[config.mk]
export PLATFORM = sky130hd
export DESIGN_NAME = triangle_max_path_sum_top
export DESIGN_NICKNAME = d
export VERILOG_FILES = /design/src/hdl/tmps_pkg.sv /design/src/hdl/tmps_ram.sv /design/src/hdl/tmps_queue.sv /design/src/hdl/tmps_front.sv /design/src/hdl/tmps_back.sv /design/src/hdl/triangle_max_path_sum_top.sv
export SDC_FILE = /design/constraint.sdc
export NUM_CORES = 2
export LEC_CHECK = 0
export BUFFER_PORTS_ARGS = -buffer_cell sky130_fd_sc_hd__buf_4
export CAP_MARGIN = 0
export CORE_UTILIZATION = 40
export DETAILED_ROUTE_END_ITERATION = 7
export SYNTH_ARGS = -nofsm -noshare
export SYNTH_HDL_FRONTEND = slang
export SYNTH_HIERARCHICAL = 1
export SYNTH_SLANG_ARGS = --single-unit
[constraint.sdc]
create_clock -name clk -period 11.9 [get_ports clk]
set_input_delay 0 -clock clk [delete_from_list [all_inputs] [get_ports clk]]
set_output_delay 0 -clock clk [all_outputs]
set_load 0.05 [all_outputs]
[src/hdl/tmps_pkg.sv]
package tmps_pkg;

    localparam int VALUE_W = 16;
    localparam int SUM_W   = 22;
    localparam int CFG_W   = 7;
    localparam int OUT_TDATA_W = 24;

    localparam logic signed [SUM_W-1:0] SUM_MAX = {1'b0, {(SUM_W-1){1'b1}}};
    localparam logic signed [SUM_W-1:0] SUM_MIN = {1'b1, {(SUM_W-1){1'b0}}};

    typedef struct packed {
        logic first_row;
        logic col0;
        logic right_edge;
        logic last;
    } tmps_flags_t;

    localparam int FLAGS_W = $bits(tmps_flags_t);

    // Clamp a sum that is one bit wider than a stored sum.
    function automatic logic signed [SUM_W-1:0] sat_sum(input logic signed [SUM_W:0] x);
        logic signed [SUM_W-1:0] r;
        if (x[SUM_W] != x[SUM_W-1])
        begin
            r = x[SUM_W] ? SUM_MIN : SUM_MAX;
        end
        else
        begin
            r = x[SUM_W-1:0];
        end
        return r;
    endfunction

endpackage

[src/hdl/tmps_ram.sv]
module tmps_ram #(
    parameter int WIDTH = 8,
    parameter int DEPTH = 64,
    localparam int AW = (DEPTH > 1) ? $clog2(DEPTH) : 1
) (
    input  logic             clk,
    input  logic             wr_en,
    input  logic [AW-1:0]    wr_addr,
    input  logic [WIDTH-1:0] wr_data,
    input  logic             rd_en,
    input  logic [AW-1:0]    rd_addr,
    output logic [WIDTH-1:0] rd_data
);

    logic [WIDTH-1:0] mem [DEPTH];
    logic [WIDTH-1:0] rd_data_reg;

    always_ff @(posedge clk)
    begin
        if (wr_en)
        begin
            mem[wr_addr] <= wr_data;
        end
        if (rd_en)
        begin
            rd_data_reg <= mem[rd_addr];
        end
    end

    assign rd_data = rd_data_reg;

endmodule

[src/hdl/tmps_queue.sv]
module tmps_queue #(
    parameter int WIDTH = 8
) (
    input  logic             clk,
    input  logic             rst_n,
    input  logic             push_valid,
    output logic             push_ready,
    input  logic [WIDTH-1:0] push_data,
    output logic             pop_valid,
    input  logic             pop_ready,
    output logic [WIDTH-1:0] pop_data
);

    logic [WIDTH-1:0] slot_reg [2];
    logic             wr_ptr_reg, wr_ptr_next;
    logic             rd_ptr_reg, rd_ptr_next;
    logic [1:0]       count_reg, count_next;
    logic             push, pop;

    assign push_ready = (count_reg != 2'd2);
    assign pop_valid  = (count_reg != 2'd0);
    assign pop_data   = slot_reg[rd_ptr_reg];
    assign push       = push_valid && push_ready;
    assign pop        = pop_valid && pop_ready;

    always_comb
    begin
        wr_ptr_next = push ? ~wr_ptr_reg : wr_ptr_reg;
        rd_ptr_next = pop ? ~rd_ptr_reg : rd_ptr_reg;
        count_next  = count_reg + 2'(push) - 2'(pop);
    end

    always_ff @(posedge clk or negedge rst_n)
    begin
        if (!rst_n)
        begin
            wr_ptr_reg <= 1'b0;
            rd_ptr_reg <= 1'b0;
            count_reg  <= 2'd0;
        end
        else
        begin
            wr_ptr_reg <= wr_ptr_next;
            rd_ptr_reg <= rd_ptr_next;
            count_reg  <= count_next;
        end
    end

    always_ff @(posedge clk)
    begin
        if (push)
        begin
            slot_reg[wr_ptr_reg] <= push_data;
        end
    end

endmodule

[src/hdl/tmps_front.sv]
module tmps_front #(
    parameter int MAX_ROWS = 64,
    localparam int RW = (MAX_ROWS > 1) ? $clog2(MAX_ROWS) : 1
) (
    input  logic                          clk,
    input  logic                          rst_n,
    input  logic                          s_tvalid,
    output logic                          s_tready,
    input  logic [tmps_pkg::VALUE_W-1:0]  s_tdata,
    input  logic                          cfg_valid,
    output logic                          cfg_ready,
    input  logic [tmps_pkg::CFG_W-1:0]    cfg_data,
    output logic                          q_valid,
    input  logic                          q_ready,
    output logic [tmps_pkg::VALUE_W-1:0]  q_value,
    output logic [RW-1:0]                 q_col,
    output tmps_pkg::tmps_flags_t         q_flags
);

    localparam int EW = (RW + 1 > tmps_pkg::CFG_W) ? RW + 1 : tmps_pkg::CFG_W;

    logic [tmps_pkg::CFG_W-1:0] num_rows_reg;
    logic [RW-1:0]              row_reg, row_next;
    logic [RW-1:0]              col_reg, col_next;
    logic [EW-1:0]              rows_cfg, rows_eff, row_plus1;
    logic                       accept;
    tmps_pkg::tmps_flags_t      flags;

    assign cfg_ready = 1'b1;
    assign s_tready  = q_ready;
    assign q_valid   = s_tvalid;
    assign q_value   = s_tdata;
    assign q_col     = col_reg;
    assign q_flags   = flags;
    assign accept    = s_tvalid && q_ready;

    always_comb
    begin
        rows_cfg  = EW'(num_rows_reg);
        row_plus1 = EW'(row_reg) + EW'(1);
        if (rows_cfg == '0)
        begin
            rows_eff = EW'(1);
        end
        else if (rows_cfg > EW'(MAX_ROWS))
        begin
            rows_eff = EW'(MAX_ROWS);
        end
        else
        begin
            rows_eff = rows_cfg;
        end

        flags.first_row  = (row_reg == '0);
        flags.col0       = (col_reg == '0);
        flags.right_edge = (col_reg == row_reg);
        flags.last       = flags.right_edge && (row_plus1 >= rows_eff);

        row_next = row_reg;
        col_next = col_reg;
        if (accept)
        begin
            if (flags.right_edge)
            begin
                col_next = '0;
                row_next = flags.last ? '0 : row_reg + RW'(1);
            end
            else
            begin
                col_next = col_reg + RW'(1);
            end
        end
    end

    always_ff @(posedge clk or negedge rst_n)
    begin
        if (!rst_n)
        begin
            num_rows_reg <= tmps_pkg::CFG_W'(1);
            row_reg      <= '0;
            col_reg      <= '0;
        end
        else
        begin
            if (cfg_valid)
            begin
                num_rows_reg <= cfg_data;
            end
            row_reg <= row_next;
            col_reg <= col_next;
        end
    end

endmodule

[src/hdl/tmps_back.sv]
module tmps_back #(
    parameter int MAX_ROWS = 64,
    localparam int RW = (MAX_ROWS > 1) ? $clog2(MAX_ROWS) : 1
) (
    input  logic                             clk,
    input  logic                             rst_n,
    input  logic                             in_valid,
    output logic                             in_ready,
    input  logic [tmps_pkg::VALUE_W-1:0]     in_value,
    input  logic [RW-1:0]                    in_col,
    input  tmps_pkg::tmps_flags_t            in_flags,
    output logic                             m_tvalid,
    input  logic                             m_tready,
    output logic [tmps_pkg::OUT_TDATA_W-1:0] m_tdata
);

    localparam int SW = tmps_pkg::SUM_W;

    logic                                rd_valid_reg;
    logic signed [tmps_pkg::VALUE_W-1:0] rd_value_reg;
    logic [RW-1:0]                       rd_col_reg;
    tmps_pkg::tmps_flags_t               rd_flags_reg;
    logic                                byp_hit_reg;
    logic signed [SW-1:0]                byp_data_reg;
    logic signed [SW-1:0]                left_carry_reg;
    logic signed [SW-1:0]                best_reg;
    logic                                out_valid_reg;
    logic signed [SW-1:0]                out_data_reg;

    logic [SW-1:0]        ram_rd_data;
    logic signed [SW-1:0] up, pick, sum, best_next;
    logic signed [SW:0]   sum_wide;
    logic                 commit, pop;

    tmps_ram #(
        .WIDTH (SW),
        .DEPTH (MAX_ROWS)
    ) u_row_sums (
        .clk     (clk),
        .wr_en   (commit),
        .wr_addr (rd_col_reg),
        .wr_data (sum),
        .rd_en   (pop),
        .rd_addr (in_col),
        .rd_data (ram_rd_data)
    );

    // The end of a triangle needs the output slot; other entries never wait.
    assign commit   = rd_valid_reg && (!rd_flags_reg.last || !out_valid_reg || m_tready);
    assign pop      = in_valid && (!rd_valid_reg || commit);
    assign in_ready = (!rd_valid_reg || commit);

    always_comb
    begin
        up = byp_hit_reg ? byp_data_reg : $signed(ram_rd_data);
        priority if (rd_flags_reg.col0)
        begin
            pick = up;
        end
        else if (rd_flags_reg.right_edge)
        begin
            pick = left_carry_reg;
        end
        else
        begin
            pick = (left_carry_reg > up) ? left_carry_reg : up;
        end
        sum_wide = (SW + 1)'(rd_value_reg) + (SW + 1)'(pick);
        sum = rd_flags_reg.first_row ? SW'(rd_value_reg) : tmps_pkg::sat_sum(sum_wide);
        best_next = (rd_flags_reg.col0 || sum > best_reg) ? sum : best_reg;
    end

    always_ff @(posedge clk or negedge rst_n)
    begin
        if (!rst_n)
        begin
            rd_valid_reg  <= 1'b0;
            out_valid_reg <= 1'b0;
        end
        else
        begin
            if (pop)
            begin
                rd_valid_reg <= 1'b1;
            end
            else if (commit)
            begin
                rd_valid_reg <= 1'b0;
            end

            if (commit && rd_flags_reg.last)
            begin
                out_valid_reg <= 1'b1;
            end
            else if (m_tready)
            begin
                out_valid_reg <= 1'b0;
            end
        end
    end

    always_ff @(posedge clk)
    begin
        if (pop)
        begin
            rd_value_reg <= $signed(in_value);
            rd_col_reg   <= in_col;
            rd_flags_reg <= in_flags;
            // A read that meets the write of the same sum sees the old word,
            // so the new sum is kept aside for it.
            byp_hit_reg  <= commit && (rd_col_reg == in_col);
            byp_data_reg <= sum;
        end
        if (commit)
        begin
            best_reg <= best_next;
            if (!rd_flags_reg.first_row)
            begin
                left_carry_reg <= up;
            end
            if (rd_flags_reg.last)
            begin
                out_data_reg <= best_next;
            end
        end
    end

    assign m_tvalid = out_valid_reg;
    assign m_tdata  = {{(tmps_pkg::OUT_TDATA_W - SW){1'b0}}, out_data_reg};

endmodule

[src/hdl/triangle_max_path_sum_top.sv]
// Maximum top-to-bottom path sum of a number triangle. Entries arrive in row
// order on the slave stream, one per cycle at full rate; each takes one
// read-modify-write of a MAX_ROWS-deep row-sum memory (one read and one write
// port per cycle), so a steady stream needs no gaps. After the last entry of
// the row set by num_rows (0 counts as 1, values above MAX_ROWS as MAX_ROWS)
// the row maximum passes the queue, read registers and output register to the
// master stream, and the next request starts a new triangle at row 0. Input
// stalls only while a finished result is held by the master and the two-entry
// queue is full. Write num_rows only while no triangle is in progress.
module triangle_max_path_sum_top #(
    parameter int MAX_ROWS = 64
) (
    input  logic        clk,
    input  logic        rst_n,
    input  logic        s_tvalid,
    output logic        s_tready,
    input  logic [15:0] s_tdata,    // [15:0] value
    output logic        m_tvalid,
    input  logic        m_tready,
    output logic [23:0] m_tdata,    // [21:0] best_sum, [23:22] zero
    input  logic        cfg_valid,
    output logic        cfg_ready,
    input  logic [6:0]  cfg_data    // num_rows
);

    localparam int RW = (MAX_ROWS > 1) ? $clog2(MAX_ROWS) : 1;
    localparam int QW = tmps_pkg::VALUE_W + RW + tmps_pkg::FLAGS_W;

    logic                           fq_valid, fq_ready;
    logic [tmps_pkg::VALUE_W-1:0]   fq_value;
    logic [RW-1:0]                  fq_col;
    tmps_pkg::tmps_flags_t          fq_flags;
    logic                           qb_valid, qb_ready;
    logic [QW-1:0]                  qb_data;
    logic [tmps_pkg::VALUE_W-1:0]   qb_value;
    logic [RW-1:0]                  qb_col;
    tmps_pkg::tmps_flags_t          qb_flags;

    tmps_front #(
        .MAX_ROWS (MAX_ROWS)
    ) u_front (
        .clk       (clk),
        .rst_n     (rst_n),
        .s_tvalid  (s_tvalid),
        .s_tready  (s_tready),
        .s_tdata   (s_tdata),
        .cfg_valid (cfg_valid),
        .cfg_ready (cfg_ready),
        .cfg_data  (cfg_data),
        .q_valid   (fq_valid),
        .q_ready   (fq_ready),
        .q_value   (fq_value),
        .q_col     (fq_col),
        .q_flags   (fq_flags)
    );

    tmps_queue #(
        .WIDTH (QW)
    ) u_queue (
        .clk        (clk),
        .rst_n      (rst_n),
        .push_valid (fq_valid),
        .push_ready (fq_ready),
        .push_data  ({fq_value, fq_col, fq_flags}),
        .pop_valid  (qb_valid),
        .pop_ready  (qb_ready),
        .pop_data   (qb_data)
    );

    assign {qb_value, qb_col, qb_flags} = qb_data;

    tmps_back #(
        .MAX_ROWS (MAX_ROWS)
    ) u_back (
        .clk      (clk),
        .rst_n    (rst_n),
        .in_valid (qb_valid),
        .in_ready (qb_ready),
        .in_value (qb_value),
        .in_col   (qb_col),
        .in_flags (qb_flags),
        .m_tvalid (m_tvalid),
        .m_tready (m_tready),
        .m_tdata  (m_tdata)
    );

endmodule

==> results by group <==
Synthesis
  – #FFs+latches synth: 1,622
  – Yosys warns: 6
  – Post-synth EDFFs: 1,597
  – Largest family of logic cells by synthesized area: multiplexers
  – Dominant cell by count in the synthesized netlist: edfxtp_1
  – Synth top area cells: edfxtp_1 (74%), mux4_2 (12%), mux2_2 (1.7%)
  – Synth Area in Simple Gates: 2.68%
  – Synth cell types: 82
  – Synth Flop Type: edfxtp_1
  – Post-synthesis sequential area ratio: 74.6%
  – Yosys top cell area share: 73.6%
  – Synth Area in Compound Gates: 3.78%
  – Most frequent cells after synthesis: edfxtp_1 (1,597), mux4_2 (352), nor2_1 (114)
  – Mapped Cells: 3,206
  – XOR/XNOR Fraction of Synth Area: 0.470%
  – Avg Inst Size Synth: 20.3 um2
  – Post-synthesis mux area share: 15.2%
  – Cell Area, Synth: 65,200 um2
  – Largest area contributor in the netlist: edfxtp_1
  – Adder-Cell Fraction of Synth Area: 1.53%
  – Asr flop ratio synth: 1.54%

STA
  – Fin crit period: 10.26 ns
  – Worst relative slew slack: 22.7%
  – Layout Skew: 0.0313 ns
  – Setup WS post-layout: 1.64 ns
  – RSZ-0062 raised after global routing: false
  – Setup TNS: 0 ns
  – Final Hold Viols: 0
  – Fmax: 0.0974 GHz
  – Worst-Margin Slew: 1.16 ns
  – Max Slew Vio Count: 0
  – Final setup violation count: 0
  – Period utilization: 86.2%

Clocking
  – CTS root buffer: clkbuf_16
  – Clk slew on worst S/H paths: 0.06 ns
  – CTS H-Tree Depth: 4
  – Worst skew pair latency: 0.80 ns
  – PostCTS Resize Cnt: 0
  – Clock Path Buffers: 3
  – TritonCTS Buffers: 161
  – Clock Sinks: 1,622
  – Setup bufs post-CTS: 0
  – Hold-fix buffers, CTS: 60
  – TritonCTS clock tree: done

Worst setup path
  – R2R depth: 30
  – R2R Path End: u_back/best_reg[12]
  – Worst flop-to-flop path startpoint: u_back/byp_hit_reg
  – Critical Path Fanout Max: 67
  – Worst setup path startpoint: u_back/byp_hit_reg
  – Worst setup path end: u_back/best_reg[12]
  – Required @ worst endpoint: 12.43 ns
  – Largest stage delay, worst path: 1.09 ns
  – Crit path launch type: flop
  – Crit path kind: reg -> reg
  – Critical path arrival: 10.80 ns
  – CP max-delay cell: edfxtp_1
  – Crit. End Element: flop
  – Reg2Reg Setup Slack: 1.64 ns

Detailed routing
  – Final ANT Viol Nets: 0
  – Drt drc: 0
  – DR vias: 32.2k
  – Drt pass-1 iters: 7
  – DR vias/cell: 5.67
  – Per-cell routed wire length: 27.7 um
  – Initial DRC Count: 3,292
  – DRT Wirelength: 157,000 um

Layout
  – Layout cells sized above 1: 26.7%
  – Synthesis-to-layout area growth: 14.0%
  – Max reg flops: 1,408
  – Final nets: 3,498
  – Filler instances: 13.5k
  – Antenna cells: 0

Min path
  – Hold crit path type: in -> reg

Run status
  – Status: finished clean

Job
  – Max-cap violations: 0

Floorplan
  – CORE AREA: 161,000 um2
  – Die Height: 406 um
  – Die width: 406 um
  – Number of top-level pins: 55
  – Row cnt: 147
  – Die area: 165,000 um2
  – Initial Utilization: 40.4%

Place
  – Worst slack at placement: 1.55 ns
  – Routability cong.: 0.848
  – # port buffers: 51
  – Post-DP HPWL: 87,300 um

Global route
  – Total global routing overflow: 0
  – Initial antenna violation count: 8
  – First-pass GRT wire length: 228,000 um
  – Vias in the first global route: 32.2k
  – Largest net degree at the start of global routing: 112
  – Overall routing resource usage: 19.3%
## critical path: cells and delay by family, from the launching register on
kind                       cells  cell delay [ns]
adders and majority gates      3             1.09
AOI/OAI and AO/OA             12             3.12
DFF                            1             1.09
and+or+nand+nor                8             2.15
muxes                          3             1.12
buffers and inverters          4             1.41
## layout by cell type, fill, tap and decap left out, types with 14 or more instances in the layout
cell and count:
a31oi_1 14, nor2_2 41, dfrtp_1 24, mux2_2 96
dlygate4sd3_1 59, edfxtp_1 1597, xor2_1 16, a22oi_1 47
o21ai_4 15, clkinv_1 35, nand2_1 70, ha_1 78
a22o_1 28, xnor2_1 19, nor2_1 48, buf_4 132
nor2_4 26, mux4_2 352, o21ai_0 45, mux2i_1 72
a21oi_1 58, a211oi_1 16, inv_1 62, nor3_1 15
nand4_1 17, clkbuf_1 44, nand3_1 43, clkbuf_16 164
a21o_1 23, clkinv_2 24, o221ai_1 14, a221oi_1 22
## worst min-delay path by stage
stage | startpoint | to | slack (ns) | depth (start not counted)
6_report | s_tvalid | u_queue/wr_ptr_reg | 0.15 | 4
5_1_grt | s_tvalid | u_queue/wr_ptr_reg | 0.16 | 4
4_1_cts | s_tvalid | u_queue/wr_ptr_reg | 0.09 | 4
3_5_place_dp | rst_n | u_back/m_tvalid | -0.07 | 1
3_3_place_gp | rst_n | u_back/m_tvalid | -0.07 | 1
2_1_floorplan | rst_n | u_back/m_tvalid | -0.30 | 0
## layer usage
layer | track usage [%] | wire, um
met1 | 28.7 | 71400
met2 | 29.7 | 73100
met3 | 2.73 | 9560
met4 | 5.26 | 3190
met5 | 0 | 0
## stage by stage
stage | instances | hold slack (ns) | utilization, % | area [um2]
2_1_floorplan | 3207 | -0.296 | - | 65200
3_3_place_gp | 5328 | -0.0671 | 42.6 | 68600
3_5_place_dp | 5328 | -0.0719 | 42.6 | 68600
4_1_cts | 5684 | 0.0910 | 46.1 | 74300
5_1_grt | 5684 | 0.160 | 46.1 | 74300
6_report | 5684 | 0.154 | 46.1 | 74300
## logic make-up (layout without fill, tap and decap cells)
kind of cell             Yosys count  in the layout
AO/OA/AOI/OAI                    345            345
XOR/XNOR                          35             35
flip-flops                      1622           1622
multiplexers                     533            533
other                              2              3
buffers and inverters            237            554
adder cells (fa/ha/maj)           79             79
AND/OR/NAND/NOR                  353            353
## area by class of cell
class	instances	area [um2]	share of cell area (%)
clock inverters	85	776	1.04
multi-input cells	1348	16000	21.6
repair buffers	196	1680	2.26
flip-flops and latches	1622	48600	65.4
clock buffers	211	4310	5.80
well taps	2160	2700	3.64
inverters	62	233	0.313
Power is left out: the tool's default activity adds up to more than one toggle a clock period on the data nets, which glitch-free logic cannot reach.
